File: config.mk
export PLATFORM = sky130hd
export DESIGN_NAME = static_integer_code_decoder_top_flat
export DESIGN_NICKNAME = d
export VERILOG_FILES = /design/src/rtl/sicd_pkg.sv /design/src/rtl/sicd_ifs.sv /design/src/rtl/sicd_step.sv /design/src/rtl/sicd_core.sv /design/src/rtl/sicd_out_stage.sv /design/src/rtl/static_integer_code_decoder_top.sv /design/src/flat_wrapper.sv
export SDC_FILE = /design/constraint.sdc
export NUM_CORES = 1
export LEC_CHECK = 0
export BUFFER_PORTS_ARGS = -buffer_cell sky130_fd_sc_hd__buf_4
export CORE_AREA = 2 2 90 92
export CTS_BUF_LIST = sky130_fd_sc_hd__clkbuf_8
export DETAILED_ROUTE_END_ITERATION = 8
export DIE_AREA = 0 0 92 94
export PLACE_DENSITY = 0.52
export SETUP_SLACK_MARGIN = 0.4
export SLEW_MARGIN = 10
export SYNTH_ARGS = -nofsm -noshare
export SYNTH_HDL_FRONTEND = slang
export SYNTH_SLANG_ARGS = --single-unit
export TNS_END_PERCENT = 5
File: constraint.sdc
create_clock -name clk -period 4.69 [get_ports clk]
set_clock_uncertainty 0.05 [all_clocks]
set_input_delay 0.469 -clock clk [delete_from_list [all_inputs] [get_ports clk]]
set_output_delay 0.469 -clock clk [all_outputs]
set_load 0.005 [all_outputs]
File: src/rtl/sicd_pkg.sv
package sicd_pkg;

  localparam int unsigned ValueWidth  = 16;
  localparam int unsigned MagWidth    = 15;
  localparam int unsigned PrefixWidth = 6;
  localparam int unsigned PlenWidth   = 3;
  localparam int unsigned SremWidth   = 4;
  localparam int unsigned LenWidth    = 4;

  typedef enum logic [1:0] {
    PH_START  = 2'd0,
    PH_PREFIX = 2'd1,
    PH_SUFFIX = 2'd2
  } phase_t;

  typedef struct packed {
    phase_t                 phase;
    logic [PrefixWidth-1:0] prefix_bits;
    logic [PlenWidth-1:0]   prefix_length;
    logic [SremWidth-1:0]   suffix_remaining;
    logic [MagWidth-1:0]    magnitude;
    logic                   negative_flag;
  } sicd_state_t;

  typedef struct packed {
    logic                         emit;
    logic signed [ValueWidth-1:0] value;
  } sicd_result_t;

endpackage

File: src/rtl/sicd_ifs.sv
interface code_bit_if;
  logic valid;
  logic ready;
  logic code_bit;

  modport source (output valid, output code_bit, input ready);
  modport sink (input valid, input code_bit, output ready);
endinterface

interface decoded_value_if;
  logic               valid;
  logic               ready;
  logic signed [15:0] decoded_value;

  modport source (output valid, output decoded_value, input ready);
  modport sink (input valid, input decoded_value, output ready);
endinterface

File: src/rtl/sicd_step.sv
module sicd_step
  import sicd_pkg::*;
(
  input  sicd_state_t  cur,
  input  logic         signed_mode,
  input  logic         code_bit,
  output sicd_state_t  nxt,
  output sicd_result_t res
);

  // {hit, len}: complete prefix check on the bits seen so far
  function automatic logic [LenWidth:0] prefix_match(input logic [PrefixWidth-1:0] p,
                                                     input logic [PlenWidth-1:0] l);
    logic [LenWidth:0] r;
    r = '0;
    case (l)
      3'd2: if (p == 6'd0) r = {1'b1, 4'd0};
      3'd3: if (p == 6'd2 || p == 6'd3) r = {1'b1, 4'(p - 6'd1)};
      3'd4: if (p >= 6'd8 && p <= 6'd11) r = {1'b1, 4'(p - 6'd5)};
      3'd5: if (p >= 6'd24 && p <= 6'd30) r = {1'b1, 4'(p - 6'd17)};
      3'd6: r = {1'b1, 3'b111, p[0]};
      default: r = '0;
    endcase
    return r;
  endfunction

  function automatic logic signed [ValueWidth-1:0] final_value(input logic [MagWidth-1:0] m,
                                                               input logic neg);
    logic [ValueWidth-1:0] v;
    v = {1'b0, m};
    return neg ? ~v : v;
  endfunction

  sicd_state_t          base;
  logic                 skip;
  logic [SremWidth-1:0] sr_dec;
  logic [LenWidth:0]    match;
  logic [LenWidth-1:0]  len;
  logic [LenWidth-1:0]  len_m1;

  always_comb begin
    nxt       = cur;
    res.emit  = 1'b0;
    res.value = final_value(cur.magnitude, cur.negative_flag);
    base      = cur;
    skip      = 1'b0;
    sr_dec    = cur.suffix_remaining - 4'd1;
    match     = '0;
    len       = '0;
    len_m1    = '0;

    unique case (cur.phase)
      PH_SUFFIX: begin
        if (cur.suffix_remaining != '0) begin
          nxt.suffix_remaining = sr_dec;
          nxt.magnitude = cur.magnitude | (MagWidth'(code_bit) << sr_dec);
        end
        if (nxt.suffix_remaining == '0) begin
          res.emit  = 1'b1;
          res.value = final_value(nxt.magnitude, cur.negative_flag);
          nxt       = '{PH_START, '0, '0, '0, '0, cur.negative_flag};
        end
      end
      default: begin
        // start of code: clear, then optionally consume the sign bit
        if (cur.phase != PH_PREFIX) begin
          base = '{PH_PREFIX, '0, '0, '0, '0, 1'b0};
          if (signed_mode) begin
            base.negative_flag = code_bit;
            skip = 1'b1;
          end
        end
        if (skip) begin
          nxt = base;
        end else begin
          nxt = base;
          nxt.prefix_bits   = {base.prefix_bits[PrefixWidth-2:0], code_bit};
          nxt.prefix_length = base.prefix_length + 3'd1;
          match  = prefix_match(nxt.prefix_bits, nxt.prefix_length);
          len    = match[LenWidth-1:0];
          len_m1 = len - 4'd1;
          if (match[LenWidth]) begin
            if (len < 4'd2) begin
              res.emit  = 1'b1;
              res.value = final_value({14'd0, len[0]}, base.negative_flag);
              nxt       = '{PH_START, '0, '0, '0, '0, base.negative_flag};
            end else begin
              nxt.magnitude        = MagWidth'(1) << len_m1;
              nxt.suffix_remaining = len_m1;
              nxt.phase            = PH_SUFFIX;
            end
          end
        end
      end
    endcase
  end

endmodule

File: src/rtl/sicd_core.sv
module sicd_core
  import sicd_pkg::*;
(
  input  logic         clk,
  input  logic         rst,
  input  logic         cfg_wr_en,
  input  logic         cfg_wr_data,
  input  logic         accept,
  input  logic         code_bit,
  output sicd_state_t  state,
  output sicd_result_t res
);

  logic        signed_mode;
  sicd_state_t state_next;

  sicd_step u_step (
    .cur         (state),
    .signed_mode (signed_mode),
    .code_bit    (code_bit),
    .nxt         (state_next),
    .res         (res)
  );

  always_ff @(posedge clk) begin
    if (rst) begin
      signed_mode <= 1'b0;
      state       <= '{PH_START, '0, '0, '0, '0, 1'b0};
    end else begin
      if (cfg_wr_en) begin
        signed_mode <= cfg_wr_data;
      end
      if (accept) begin
        state <= state_next;
      end
    end
  end

endmodule

File: src/rtl/sicd_out_stage.sv
module sicd_out_stage
  import sicd_pkg::*;
(
  input  logic                   clk,
  input  logic                   rst,
  input  logic                   load,
  input  logic signed [ValueWidth-1:0] value,
  decoded_value_if.source        out_ch
);

  logic                         valid;
  logic signed [ValueWidth-1:0] data;

  always_ff @(posedge clk) begin
    if (rst) begin
      valid <= 1'b0;
    end else if (load) begin
      valid <= 1'b1;
    end else if (out_ch.ready) begin
      valid <= 1'b0;
    end
  end

  always_ff @(posedge clk) begin
    if (load) begin
      data <= value;
    end
  end

  assign out_ch.valid         = valid;
  assign out_ch.decoded_value = data;

endmodule

File: src/rtl/static_integer_code_decoder_top.sv
// Length-prefixed integer code decoder.
// in_ch carries one code bit per item; out_ch carries one decoded 16-bit
// two's complement value for each completed code. cfg_wr_en/cfg_wr_data
// write signed_mode (1: a sign bit precedes each code); write it only
// while idle, it is sampled at the start of each code.
// Throughput: one code bit per cycle. Each bit passes through one small
// state update between the decoder state register and the output
// register.
// Latency: the value of a code is valid on out_ch in the cycle after the
// item holding its last bit is accepted.
// Stall: the output register holds a finished value while out_ch.ready is
// low, and in_ch.ready stays low as long as that value is held; with the
// register empty, or out_ch.ready high, a bit is taken every cycle.
// Reset (rst, synchronous): clears the decoder state, signed_mode and the
// output valid; decoding restarts at a code boundary.
module static_integer_code_decoder_top
  import sicd_pkg::*;
(
  input  logic          clk,
  input  logic          rst,
  input  logic          cfg_wr_en,
  input  logic          cfg_wr_data,
  code_bit_if.sink      in_ch,
  decoded_value_if.source out_ch
);

  logic         accept;
  sicd_state_t  state;
  sicd_result_t res;

  assign in_ch.ready = !out_ch.valid || out_ch.ready;
  assign accept      = in_ch.valid && in_ch.ready;

  sicd_core u_core (
    .clk         (clk),
    .rst         (rst),
    .cfg_wr_en   (cfg_wr_en),
    .cfg_wr_data (cfg_wr_data),
    .accept      (accept),
    .code_bit    (in_ch.code_bit),
    .state       (state),
    .res         (res)
  );

  sicd_out_stage u_out (
    .clk    (clk),
    .rst    (rst),
    .load   (accept && res.emit),
    .value  (res.value),
    .out_ch (out_ch)
  );

`ifndef SYNTH
  a_suffix_nonzero: assert property (@(posedge clk) disable iff (rst)
    state.phase == PH_SUFFIX |-> state.suffix_remaining != '0)
    else $error("suffix phase with no bits remaining");

  a_prefix_short: assert property (@(posedge clk) disable iff (rst)
    state.phase == PH_PREFIX |-> state.prefix_length <= 3'd5)
    else $error("prefix ran past its longest table entry");

  a_no_overwrite: assert property (@(posedge clk) disable iff (rst)
    out_ch.valid && !out_ch.ready |-> !accept)
    else $error("item taken while a held value is stalled");

  a_reset_empty: assert property (@(posedge clk)
    $past(rst) |-> !out_ch.valid && state.phase == PH_START)
    else $error("output or state not cleared by reset");
`endif

endmodule

File: src/flat_wrapper.sv
// flat-port wrapper written by rule: the top's interface ports become plain ports
module static_integer_code_decoder_top_flat import sicd_pkg::*;
  (clk, rst, cfg_wr_en, cfg_wr_data, in_ch_valid, in_ch_code_bit, in_ch_ready, out_ch_valid, out_ch_decoded_value, out_ch_ready);
  code_bit_if in_ch_i ();
  decoded_value_if out_ch_i ();
  input  logic clk;
  input  logic rst;
  input  logic cfg_wr_en;
  input  logic cfg_wr_data;
  input wire logic [$bits(in_ch_i.valid)-1:0] in_ch_valid;
  input wire logic [$bits(in_ch_i.code_bit)-1:0] in_ch_code_bit;
  output wire logic [$bits(in_ch_i.ready)-1:0] in_ch_ready;
  output wire logic [$bits(out_ch_i.valid)-1:0] out_ch_valid;
  output wire logic [$bits(out_ch_i.decoded_value)-1:0] out_ch_decoded_value;
  input wire logic [$bits(out_ch_i.ready)-1:0] out_ch_ready;
  assign in_ch_i.valid = in_ch_valid;
  assign in_ch_i.code_bit = in_ch_code_bit;
  assign in_ch_ready = in_ch_i.ready;
  assign out_ch_valid = out_ch_i.valid;
  assign out_ch_decoded_value = out_ch_i.decoded_value;
  assign out_ch_i.ready = out_ch_ready;
  static_integer_code_decoder_top u_core (.clk(clk), .rst(rst), .cfg_wr_en(cfg_wr_en), .cfg_wr_data(cfg_wr_data), .in_ch(in_ch_i), .out_ch(out_ch_i));
endmodule
# Word level (Yosys, flattened, before mapping)
# Cells that the tools add are included.
# Widths: inputs -> output; s select.
[classes]
add_sub_neg = 6
mul = 0
reduce_logical = 13
order_cmp = 5
n_eq_ne = 10
div_mod_pow = 0
shift = 2
n_mux = 32
n_bitwise = 5
[ops]
columns = ["op", "n"]
rows = [
  ["$mux 31", 6],
  ["$mux 17", 5],
  ["$mux 19", 3],
  ["$mux 16", 3],
  ["$not 15->16", 2],
  ["$mux 5", 6],
  ["$pmux 5 s5", 1],
  ["$not 1->16", 1],
  ["$sub 4x1->4 const B", 4],
  ["$or 15x15->15", 1],
  ["$shl 1x4->15", 1],
  ["$shl 1x4->15 const A", 1],
  ["$eq 6x2->1 const B", 2],
  ["$eq 3x3->1 const B", 3],
  ["$mux 9", 1],
  ["$eq 3x2->1 const B", 2],
  ["$ge 6x4->1 const B", 1],
  ["$ge 6x5->1 const B", 1],
  ["$le 6x4->1 const B", 1],
  ["$le 6x5->1 const B", 1],
  ["$logic_not 6->1", 1],
  ["$mux 1", 6],
  ["$logic_and 1x1->1", 4],
  ["$logic_not 4->1", 1],
  ["other kinds (12)", 15],
]
[word_totals]
mem_bits_rw = 0
memories = 0
latch_bits = 0
out_inout_bits = 18
reg_bits = 48
rom_bits = 0
in_bits = 7
word_cells = 82

# Depth between registers and ports, before layout
# Gate-level depths: netlist of the first run.
[logic_depth]
ltp_word = 17
ltp_mapped = 15
depth_no_buf = 14

# By module
# A second synthesis of the first run with hierarchy kept.
[unflattened]
cells_unflattened = 423
hier_area_um2 = 3590.9
[by_module_without_submodules]
columns = ["mod", "instances", "seq_area_each_um2", "cells_per_inst", "area_per_inst_um2"]
rows = [
  ["sicd_step", 1, 0.0, 297, 1881.8],
  ["sicd_core", 1, 640.6, 103, 1163.6],
  ["sicd_out_stage", 1, 500.5, 20, 519.2],
  ["static_integer_code_decoder_top", 1, 0.0, 3, 26.3],
]

# Least setup slack after synthesis of the first run
# No wires, ideal clock.
[synth_path]
path_kind = "flip-flop to flip-flop"
from = "register, netlist name u_core.u_core.state[29]"
to = "register u_core.u_out.data[0] (netlist: u_core.u_out.out_ch.decoded_value[0]), enable pin"
t_arrival_ns = 2.955
required_ns = 4.252
stages_incl_launch_ff = 12
period_less_slack_ns = 3.393
path_slack_ns = 1.297
path_buffers = 1
setup_time_ns = 0.388
cell_sequence = "dfxtp_1 > buf_2 > and2b_2 > nand2_1 > inv_1 > ha_1 > xor2_2 > or4_1 > nand3_1 > a41o_2 > a21oi_1 > nor2_1"
[synth_via]
elab_chain_cells = 15
word_cells_on_any_way = 38
classes_between = "4 x add/sub; 5 x order compare; 9 x eq/ne; 15 x mux; 5 x reduce/logical"
[synth_lines]
columns = ["element", "line", "source"]
rows = [
  ["$ne 2x1->1", "sicd_step.sv:66", "if (cur.phase != PH_PREFIX) begin"],
  ["$mux 31", "sicd_step.sv:66", ""],
  ["$mux 31", "sicd_step.sv:52", "unique case (cur.phase)"],
  ["$ge 6x5->1, or another cell as far along", "sicd_step.sv:20", "3'd5: if (p >= 6'd24 && p <= 6'd30) r = {1'b1, 4'(p - 6'd17)};"],
  ["$logic_and 1x1->1, or another cell as far along", "sicd_step.sv:20", ""],
  ["$mux 5 (on tied branches)", "sicd_step.sv:20, sicd_step.sv:18, sicd_step.sv:19", ""],
  ["$pmux 5 s5", "sicd_step.sv:16", "case (l)"],
  ["$mux 5", "sicd_step.sv:73", "if (skip) begin"],
  ["$mux 5", "sicd_step.sv:52", ""],
  ["$lt 4x2->1", "sicd_step.sv:83", "if (len < 4'd2) begin"],
  ["$mux 17", "sicd_step.sv:83", ""],
  ["$mux 17", "sicd_step.sv:82", "if (match[LenWidth]) begin"],
  ["$mux 17", "sicd_step.sv:73", ""],
  ["$mux 17 (*)", "sicd_step.sv:52", ""],
  ["$logic_and 1x1->1 (*)", "static_integer_code_decoder_top.sv:48", ".load (accept && res.emit),"],
  ["net u_core.u_out.load", "sicd_out_stage.sv:6", "input logic load,"],
  ["to (signal assigned)", "sicd_out_stage.sv:26", "data <= value;"],
  ["to (decl)", "sicd_out_stage.sv:12", "logic signed [ValueWidth-1:0] data;"],
]
# Mark *: on every way through the listed nets, which the timed path passes. The rest lies on a longest branch. The select of a mux whose other input is x is not followed.
# A chain may end at the register's enable or synchronous reset.

# Worst setup path after layout of the first run
[layout_path]
from = "register, netlist name u_core.u_core.state[29]"
to = "register, netlist name u_core.u_core.state[13]"
[layout_via]
elab_chain_cells = 15
word_cells_on_any_way = 39
classes_between = "5 x add/sub; 5 x order compare; 9 x eq/ne; 1 x shift; 15 x mux; 4 x reduce/logical"
[layout_lines]
columns = ["element", "line", "source"]
rows = [
  ["$ne 2x1->1", "sicd_step.sv:66", ""],
  ["$mux 31", "sicd_step.sv:66", ""],
  ["$mux 31", "sicd_step.sv:52", ""],
  ["$ge 6x5->1, or another cell as far along", "sicd_step.sv:20", ""],
  ["$logic_and 1x1->1, or another cell as far along", "sicd_step.sv:20", ""],
  ["$mux 5 (on tied branches)", "sicd_step.sv:20, sicd_step.sv:18, sicd_step.sv:19", ""],
  ["$pmux 5 s5", "sicd_step.sv:16", ""],
  ["$mux 5", "sicd_step.sv:73", ""],
  ["$mux 5", "sicd_step.sv:52", ""],
  ["$sub 4x1->4", "sicd_step.sv:81", "len_m1 = len - 4'd1;"],
  ["$shl 1x4->15", "sicd_step.sv:88", "nxt.magnitude = MagWidth'(1) << len_m1;"],
  ["$mux 19", "sicd_step.sv:83", ""],
  ["$mux 31", "sicd_step.sv:82", ""],
  ["$mux 31", "sicd_step.sv:73", ""],
  ["$mux 31 (*)", "sicd_step.sv:52", ""],
]
# Every way passes the cells marked *; elsewhere a longest branch is shown, timed or not. The select of a mux whose other input is x is not followed.

==> results of run 1 <==
==> power breakdown <==
group / switching, mW / internal (mW) / leakage, nW
Sequential: 0.0163 / 0.443 / 0.405
Clock: 0.139 / 0.103 / 0.0378
Combinational: 0.0724 / 0.0483 / 0.764
==> cells in the mapped netlist (all sizes together), types with 2 or more instances <==
| cell type | instances | area share [%] |
|---|---|---|
| nor4 | 3 | 1.1 |
| edfxtp | 16 | 16 |
| clkbuf | 16 | 2.0 |
| nor2 | 53 | 6.7 |
| a221oi | 3 | 0.88 |
| o21ai | 27 | 4.5 |
| inv | 10 | 1.3 |
| or2 | 3 | 0.63 |
| xor2 | 5 | 2.4 |
| or4 | 2 | 0.51 |
| nand3b | 2 | 0.93 |
| o22ai | 2 | 0.42 |
| ha | 11 | 4.6 |
| a311oi | 3 | 0.88 |
| nand3 | 6 | 1.0 |
| a31oi | 14 | 3.2 |
| buf | 5 | 1.0 |
| a22oi | 8 | 2.0 |
| nand2 | 13 | 1.6 |
| a32o | 2 | 0.72 |
| nor2b | 3 | 0.63 |
| nor3 | 22 | 3.9 |
| dfxtp | 32 | 22 |
| and2 | 4 | 0.84 |
| and3 | 3 | 0.80 |
| nor3b | 2 | 0.67 |
| a21oi | 46 | 7.9 |
| nand2b | 2 | 0.42 |
| a211oi | 2 | 0.93 |
| xnor2 | 17 | 5.0 |
==> flip-flops by register name, indices dropped and copies added, names as in the netlist <==
signal,count
u_core.u_out.out_ch.decoded_value,16
u_core.u_core.signed_mode,1
u_core.u_core.state,30
u_core.u_out.out_ch.valid,1
==> layer usage <==
metal / vias to the layer above / share of wire (%) / track usage, %
li1: 1303 / - / -
met1: 1204 / 43 / 22.6
met2: 75 / 49 / 32.3
met3: 12 / 5.2 / 2.97
met4: 0 / 2.1 / 6.59
met5: - / 0 / 0
==> worst max-delay path: cells and delay by family (launching register included) <==
| kind | cells | cell delay (ns) |
|---|---|---|
| AOI/OAI and AO/OA | 2 | 0.52 |
| xor gates and xnor gates | 2 | 0.61 |
| adders and majority gates | 2 | 0.53 |
| buffers and inverters | 1 | 0.12 |
| DFF | 1 | 0.52 |
| and+or+nand+nor | 6 | 1.29 |
==> kinds of logic after synthesis <==
kind of cell	Yosys count	share of synthesized area, %
buffers and inverters	31	4.30
muxes	1	0.337
AOI/OAI and AO/OA	116	24.1
and+or+nand+nor	124	21.6
adders and majority gates	11	4.63
DFF	48	37.7
xor gates and xnor gates	22	7.37
==> how the worst min path moves through the flow <==
stage | endpoint | from
6_report | u_core.u_core.signed_mode$_SDFFE_PP0P_ | cfg_wr_data
5_1_grt | u_core.u_core.signed_mode$_SDFFE_PP0P_ | cfg_wr_data
4_1_cts | u_core.u_core.signed_mode$_SDFFE_PP0P_ | cfg_wr_data
3_5_place_dp | u_core.u_core.state[1]$_SDFFE_PP0P_ | u_core.u_core.state[1]$_SDFFE_PP0P_
3_3_place_gp | u_core.u_core.state[21]$_SDFFE_PP0P_ | u_core.u_core.state[21]$_SDFFE_PP0P_
2_1_floorplan | u_core.u_core.state[1]$_SDFFE_PP0P_ | u_core.u_core.state[1]$_SDFFE_PP0P_
==> cell type report <==
type                            instances  area share (%)
Timing Repair Buffer                   27            6.15
Multi-Input combinational cell        274            52.2
Tap cell                              102            3.87
Sequential cell                        48            34.0
Clock inverter                          3           0.569
Inverter                               10            1.14
Clock buffer                            5            2.09
==> metrics by stage <==
| step | cells | utilization [%] | power, mW | area [µm²] |
|---|---|---|---|---|
| floorplan | 353 | - | 0.557 | 2970 |
| global route | 469 | 43.4 | 0.870 | 3300 |
| global placement | 461 | 42.2 | 0.590 | 3210 |
| detailed placement | 461 | 42.2 | 0.589 | 3210 |
| CTS | 469 | 43.4 | 0.831 | 3300 |
| finish | 469 | 43.4 | 0.823 | 3300 |
==> flow_metrics.tcl, run 1 <==
set metrics [dict create \
    status "finished clean" \
    path_max_fanout 10 \
    drv_cap 0 \
    htreeDepth 2 \
    holdWs_ns 0.370 \
    post-place-ws_ns 1.05 \
    hpwl_um 5510 \
    max_freq_mhz 269 \
    setup_viol 0 \
    setup_slack_ns 0.970 \
    critPathArrivalTime_ns 3.89 \
    ys_types 59 \
    worst-setup-path-type "reg -> reg" \
    antenna_found_initial 0 \
    postCtsHoldBufs 0 \
    drive_gt1_share_pct 14.7 \
    boundaryPins 25 \
    period_minus_slack_ns 3.72 \
    multiInputGateArea_um2 1720 \
    rows 32 \
    final_common_cell "nor2_1" \
    grt_pass1_wl_um 12500 \
    dieArea_um2 8650 \
    cts_made_buffers 5 \
    peakVddDrop_uv 101 \
    ff2ff_setup_slack_ns 0.97 \
    vias_per_cell 5.53 \
    areaGrowthSynthToFinish_pct 11.0 \
    crit_end "u_core.u_core.state[13]$_SDFFE_PP0P_" \
    ant_nets 0 \
    p_leak_nw 1.21 \
    async_flop_share_pct 0 \
    core_um2 7610 \
    clock_latency_ns 0.30 \
    path_cells "and2b_2 > nand2_1 > inv_1 > ha_1 > xor2_2 > a32o_2 > nor2_1 > or2_2 > ha_1 > xor2_4 > nor3b_2 > a21oi_1 > nor3_1" \
    drt_first_pass_iters 5 \
    gr-usage-all-layers_pct 18.3 \
    ys.flop_type "dfxtp_1" \
    die_h_um 94 \
    grt.overflow.total 0 \
    clockRootBuffer "clkbuf_8" \
    final_cell_mix "nor2_1 (53), a21oi_1 (45), dfxtp_1 (32)" \
    slew_violations 0 \
    syn_nets 371 \
    finalNetCount 384 \
    tritoncts "yes" \
    r2r_start "u_core.u_core.state[29]$_SDFFE_PP0P_" \
    cp-startpoint "u_core.u_core.state[29]$_SDFFE_PP0P_" \
    ys_ff_latch 48 \
    nFillCells 756 \
    fin_crit_sh_pct 79.3 \
    start_util_pct 39.0 \
    clk_pin_slew_ns 0.09 \
    dr.first_iter.drc_count 163 \
    io_buffers 24 \
    hold_viol_final 0 \
    rsz0062_at_grt "false" \
    cp_slowest_cell "dfxtp_1" \
    synth-seq-area-share_pct 37.7 \
    cp_data_required_time_ns 4.86 \
    gp_congestion 0.848 \
    slew_headroom_pct 37.0 \
    n_antenna_cell 0 \
    min_path_type "in -> reg" \
    wl_per_cell_um 16.0 \
    cp-end-kind "flop" \
    post-cts-setup-buffers 0 \
    clock_path_buffers 2 \
    ys_warn_count 0 \
    p_per_area_nw_per_um2 249 \
    hold_depth 3 \
    synthesis.instances 353 \
    crit_top_cell "ha_1" \
    synth_area_um2 2970 \
    grt_max_degree 33 \
    synth-edff-count 16 \
    cts.sinks 48 \
    vias 2594 \
    reg2reg_depth 13 \
    avgSynthCellArea_um2 8.41 \
    finalSetupTns_ns 0 \
    startpoint_type "flop" \
    grt_pass1_vias 2435 \
    drc 0 \
    die_width_um 92 \
    seq_area_um2 1120 \
    slowest_delay_ns 0.52 \
    worst_pin_slew_ns 0.943 \
    drt-total-wl_um 7500 \
    cts-resized-gates 0 \
    timing.rr.end "u_core.u_core.state[13]$_SDFFE_PP0P_" \
]
No activity file was read; power rests on OpenSTA's default activity.
==> inputs of run 2 (changes only) <==
==> constraint.sdc (replaced) <==
create_clock -name clk -period 3.57 [get_ports clk]
set_clock_uncertainty 0.05 [all_clocks]
set_input_delay 0.357 -clock clk [delete_from_list [all_inputs] [get_ports clk]]
set_output_delay 0.357 -clock clk [all_outputs]
set_load 0.005 [all_outputs]
==> run 2 against run 1 <==
Net effect:
- clock power rose by 100%
- via count rose by 5.6%
- global-route usage is 0.14 points higher
- wire length is 4.5% higher
- non-clock buffer count grew 16
- cell count rose by 3.4%
- first-iteration DRC count is 71% higher
- die area unchanged
- largest cell class unchanged
- largest power group unchanged
==> flow_metrics.tcl, run 2 (same netlist as run 1, synthesis figures left out) <==
set metrics [dict create \
    clock_latency_ns 0.30 \
    min_path_type "in -> reg" \
    setup_viol 0 \
    crit_family "simple AND/OR/NAND/NOR gates" \
    critPathArrivalTime_ns 3.23 \
    n_antenna_cell 0 \
    wl_per_cell_um 16.2 \
    crit_top_cell "nor2_1" \
    start_util_pct 39.0 \
    wl_met3_um 418 \
    cts.sinks 48 \
    place_inst 471 \
    finalSetupTns_ns 0 \
    rows 32 \
    grt_pass1_wl_um 12800 \
    seq_area_um2 1120 \
    route.met2.wl_um 3720 \
    finalNetCount 400 \
    dieArea_um2 8650 \
    path_cells "and2b_2 > and2_4 > inv_1 > ha_1 > nand2_1 > a311oi_2 > a32o_2 > nor2_1 > or2_2 > ha_2 > xor2_4 > nor3b_4 > buf_4 > a31oi_1 > nor2_1" \
    clock_path_buffers 2 \
    cp_data_required_time_ns 3.76 \
    drive_gt1_share_pct 20.9 \
    slowest_delay_ns 0.34 \
    path_buf_inv 2 \
    rsz0062_at_grt "false" \
    die_h_um 94 \
    design_area_um2 3540 \
    wl_met1_um 3510 \
    areaGrowthSynthToFinish_pct 19.0 \
    worst-setup-path-type "reg -> reg" \
    routed.top_layer "met4" \
    path_max_fanout 6 \
    cts_made_buffers 5 \
    startpoint_type "flop" \
    grt.overflow.total 0 \
    p_leak_nw 1.32 \
    io_buffers 24 \
    final_common_cell "nor2_1" \
    power_mw 1.26 \
    gr-usage-all-layers_pct 18.5 \
    drv_cap 0 \
    slew_headroom_pct 49.3 \
    gp_congestion 0.857 \
    fin_crit_sh_pct 85.0 \
    drc 0 \
    vias 2738 \
    place_area_um2 3290 \
    p_per_area_nw_per_um2 356 \
    status "finished clean" \
    grt_max_degree 33 \
    clockRootBuffer "clkbuf_8" \
    antenna_found_initial 0 \
    multiInputGateArea_um2 1790 \
    boundaryPins 25 \
    worst_pin_slew_ns 0.754 \
    vias_per_cell 5.65 \
    cp-end-kind "flop" \
    largest_reg_flops 30 \
    drt_first_pass_iters 5 \
    cp_slowest_cell "dfxtp_1" \
    stdcell_count 485 \
    hold_viol_final 0 \
    ant_nets 0 \
    peakVddDrop_uv 150 \
    slew_violations 0 \
    period_minus_slack_ns 3.03 \
    hpwl_um 5530 \
    drt-total-wl_um 7840 \
    clk_pin_slew_ns 0.10 \
    grt_pass1_vias 2459 \
    post-route-util_pct 46.5 \
    tritoncts "yes" \
    dr.first_iter.drc_count 278 \
    nFillCells 757 \
    core_um2 7610 \
    max_freq_mhz 330 \
    largest-register "u_core.u_core.state" \
    die_width_um 92 \
    final_cell_mix "nor2_1 (52), a21oi_1 (45), buf_4 (43)" \
    htreeDepth 2 \
]
[run 2: path summary, 6_finish.rpt]
kind | start | to | slack [ns] | cells after the start
hold / removal | cfg_wr_data | u_core.u_core.signed_mode$_SDFFE_PP0P_ | 0.25 | 3
hold reg to reg | u_core.u_core.state[21]$_SDFFE_PP0P_ | u_core.u_core.state[21]$_SDFFE_PP0P_ | 0.47 | 2
setup reg to reg | u_core.u_core.state[30]$_SDFFE_PP0P_ | u_core.u_core.state[15]$_SDFFE_PP0P_ | 0.54 | 15
setup / recovery | u_core.u_core.state[30]$_SDFFE_PP0P_ | u_core.u_core.state[15]$_SDFFE_PP0P_ | 0.54 | 15
[run 2: metrics by stage]
step / hold WS, ns / setup slack, ns
finish: 0.247 / 0.535
global route: 0.260 / 0.415
CTS: 0.245 / 0.421
floorplan: 0.386 / 0.310
detailed placement: 0.446 / 0.230
global placement: 0.440 / 0.325
[run 2: worst register-to-register path, delay by kind of cell (launching register included)]
kind	cells	cell delay [ns]
flip-flops	1	0.34
adder cells (fa/ha/maj)	2	0.41
buffers and inverters	2	0.22
XOR/XNOR	1	0.19
AND/OR/NAND/NOR	7	1.25
AO/OA/AOI/OAI	3	0.51
[run 2: cell type report]
type | instances | share of cell area (%)
multi-input combinational | 274 | 50.6
sequential | 48 | 31.7
timing repair buffer | 43 | 9.13
tap | 102 | 3.61
clock buffer | 5 | 1.95
clock inverter | 3 | 1.95
inverter | 10 | 1.06
[run 2: routing by layer]
layer	global-route usage [%]	vias to the layer above
li1	-	1337
met1	24.8	1276
met2	30.5	110
met3	2.57	15
met4	6.47	0
met5	0	-
[run 2: report_power, final]
group / switching [mW] / leakage [nW] / internal [mW] / total [mW]
combinational: 0.108 / 0.842 / 0.0719 / 0.179
sequential: 0.0141 / 0.405 / 0.583 / 0.597
clock: 0.200 / 0.0687 / 0.282 / 0.483
total: 0.322 / 1.32 / 0.937 / 1.26
[run 2: repair_timing]
action / CTS / global route
pin swaps: 3 / 3
gates resized for setup: 4 / 10
hold buffers: 0 / 0
setup buffers: 3 / 3
setup endpoints to repair: 30 / 48
==> inputs of run 3 (changes only) <==
--- a/config.mk
+++ b/config.mk
@@ -10,7 +10,7 @@
 export CTS_BUF_LIST = sky130_fd_sc_hd__clkbuf_8
 export DETAILED_ROUTE_END_ITERATION = 8
 export DIE_AREA = 0 0 92 94
-export PLACE_DENSITY = 0.52
+export PLACE_DENSITY = 0.65
 export SETUP_SLACK_MARGIN = 0.4
 export SLEW_MARGIN = 10
 export SYNTH_ARGS = -nofsm -noshare
==> run 3 against run 2 <==
Net effect:
- non-clock buffer count down 1
- worst setup slack better by 0.034 ns
- critical path depth down 3
- hold slack worse by 0.0023 ns
- global-route usage down 0.12 points
- sequential power about the same
- clock power down 2%
- via count down 0.66%
- sequential share of layout area down 0.27 points
- largest cell class unchanged
==> flow_metrics.tcl, run 3 (same netlist as run 1, synthesis figures left out) <==
set metrics [dict create \
    drv_cap 0 \
    p_per_area_nw_per_um2 349 \
    hold_viol_final 0 \
    reg2reg_depth 12 \
    slew_headroom_pct 55.0 \
    p_leak_nw 1.32 \
    die_h_um 94 \
    n_antenna_cell 0 \
    boundaryPins 25 \
    setup_slack_ns 0.569 \
    path_max_fanout 7 \
    gp_congestion 0.935 \
    cts.sinks 48 \
    clock_latency_ns 0.30 \
    rows 32 \
    vias 2720 \
    startpoint_type "flop" \
    cp_data_required_time_ns 3.74 \
    drt-total-wl_um 7750 \
    final_common_cell "nor2_1" \
    finalSetupTns_ns 0 \
    fin_crit_sh_pct 84.1 \
    postCtsHoldBufs 0 \
    gr-usage-all-layers_pct 18.3 \
    tritoncts "yes" \
    worst-setup-path-type "reg -> reg" \
    cts_made_buffers 5 \
    grt.overflow.total 0 \
    clock_path_buffers 2 \
    p_sw_mw 0.315 \
    drt_first_pass_iters 7 \
    status "finished clean" \
    dr.first_iter.drc_count 192 \
    p_sw_share_pct 25.3 \
    critPathArrivalTime_ns 3.18 \
    r2r_start "u_core.u_core.state[30]$_SDFFE_PP0P_" \
    dieArea_um2 8650 \
    pwr-share-comb_pct 14.4 \
    largest_reg_flops 30 \
    max_freq_mhz 333 \
    antenna_found_initial 0 \
    cp-end-kind "flop" \
    slew_violations 0 \
    clockRootBuffer "clkbuf_8" \
    vias_per_cell 5.61 \
    grt_pass1_vias 2605 \
    timing.rr.end "u_core.u_core.state[10]$_SDFFE_PP0P_" \
    htreeDepth 2 \
    largest-register "u_core.u_core.state" \
    ant_nets 0 \
    clk_pin_slew_ns 0.09 \
    finalNetCount 400 \
    peakVddDrop_uv 138 \
    die_width_um 92 \
    rsz0062_at_grt "false" \
    ff2ff_setup_slack_ns 0.57 \
    power_mw 1.25 \
    final_cell_mix "nor2_1 (52), a21oi_1 (45), buf_4 (42)" \
    internal-power_mw 0.932 \
    post-place-ws_ns 0.0353 \
    min_path_type "in -> reg" \
    io_buffers 24 \
    drc 0 \
    pwr-share-seq_pct 47.8 \
    areaGrowthSynthToFinish_pct 20.5 \
    setup_viol 0 \
    period_minus_slack_ns 3.00 \
    hpwl_um 5280 \
    hold_depth 3 \
    hold_end "u_core.u_core.signed_mode$_SDFFE_PP0P_" \
    holdCritStartpoint "cfg_wr_data" \
    grt_max_degree 41 \
    worst_pin_slew_ns 0.669 \
    grt_pass1_wl_um 12800 \
    start_util_pct 39.0 \
    core_um2 7610 \
    wl_per_cell_um 16.0 \
    drive_gt1_share_pct 20.9 \
    pwr-share-clk_pct 37.7 \
]
## run 3: worst max-delay path by stage
stage,startpoint,end,slack (ns),cells after the start
2_1_floorplan,u_core.u_core.state[29]$_SDFFE_PP0P_,u_core.u_core.state[10]$_SDFFE_PP0P_,0.31,14
5_1_grt,u_core.u_core.state[30]$_SDFFE_PP0P_,u_core.u_core.state[11]$_SDFFE_PP0P_,0.33,13
3_5_place_dp,u_core.u_core.state[30]$_SDFFE_PP0P_,u_core.u_core.state[10]$_SDFFE_PP0P_,0.04,13
3_3_place_gp,u_core.u_core.state[30]$_SDFFE_PP0P_,u_core.u_core.state[8]$_SDFFE_PP0P_,0.21,13
4_1_cts,u_core.u_core.state[30]$_SDFFE_PP0P_,u_core.u_core.state[10]$_SDFFE_PP0P_,0.42,14
6_report,u_core.u_core.state[30]$_SDFFE_PP0P_,u_core.u_core.state[10]$_SDFFE_PP0P_,0.57,12
## run 3: final cells by class
cell class                 count  area, µm²
sequential                    48       1120
fill                         756       4030
multi-input combinational    275       1840
clock inverter                 3       63.8
timing repair buffer          42        315
inverter                      10       37.5
tap                          102        128
clock buffer                   5       68.8
## run 3: worst max-delay path: stages, from the launching register on
cell	delay [ns]
dfxtp_4	0.38
and2b_2	0.26
and2_4	0.19
ha_4	0.20
xor2_4	0.18
a32o_2	0.29
buf_4	0.15
buf_4	0.16
a211oi_4	0.29
xor2_4	0.32
and3_4	0.26
a21oi_1	0.07
nor3_1	0.14
## run 3: metal layers
metal | track usage [%] | wire, µm | vias to the layer above
li1 | - | - | 1328
met4 | 6.47 | 119 | 0
met1 | 23.0 | 3340 | 1290
met3 | 2.33 | 377 | 11
met5 | 0 | 0 | -
met2 | 32.5 | 3910 | 91
## run 3: power groups by stage
| stage | clock network, mW | registers (mW) | logic [mW] |
|---|---|---|---|
| after global routing | 0.504 | 0.599 | 0.201 |
| after global placement | 0 | 0.609 | 0.166 |
| after floorplan | 0 | 0.605 | 0.127 |
| after detailed placement | 0 | 0.609 | 0.168 |
| final | 0.471 | 0.596 | 0.180 |
| after CTS | 0.482 | 0.596 | 0.173 |
## run 3: through the flow
stage	instances	utilization (%)	hold WS, ns	cell area, µm²
finish	485	47.0	0.245	3580
global route	485	47.0	0.292	3580
CTS	481	45.8	0.238	3480
detailed placement	468	42.9	0.449	3270
global placement	468	42.9	0.439	3270
floorplan	353	-	0.386	2970
## run 3: timing repair
action,CTS,global route
pin swaps,3,7
buffers inserted,4,4
endpoints found under the setup margin,48,33
gates cloned,1,0
gates resized for setup,8,12
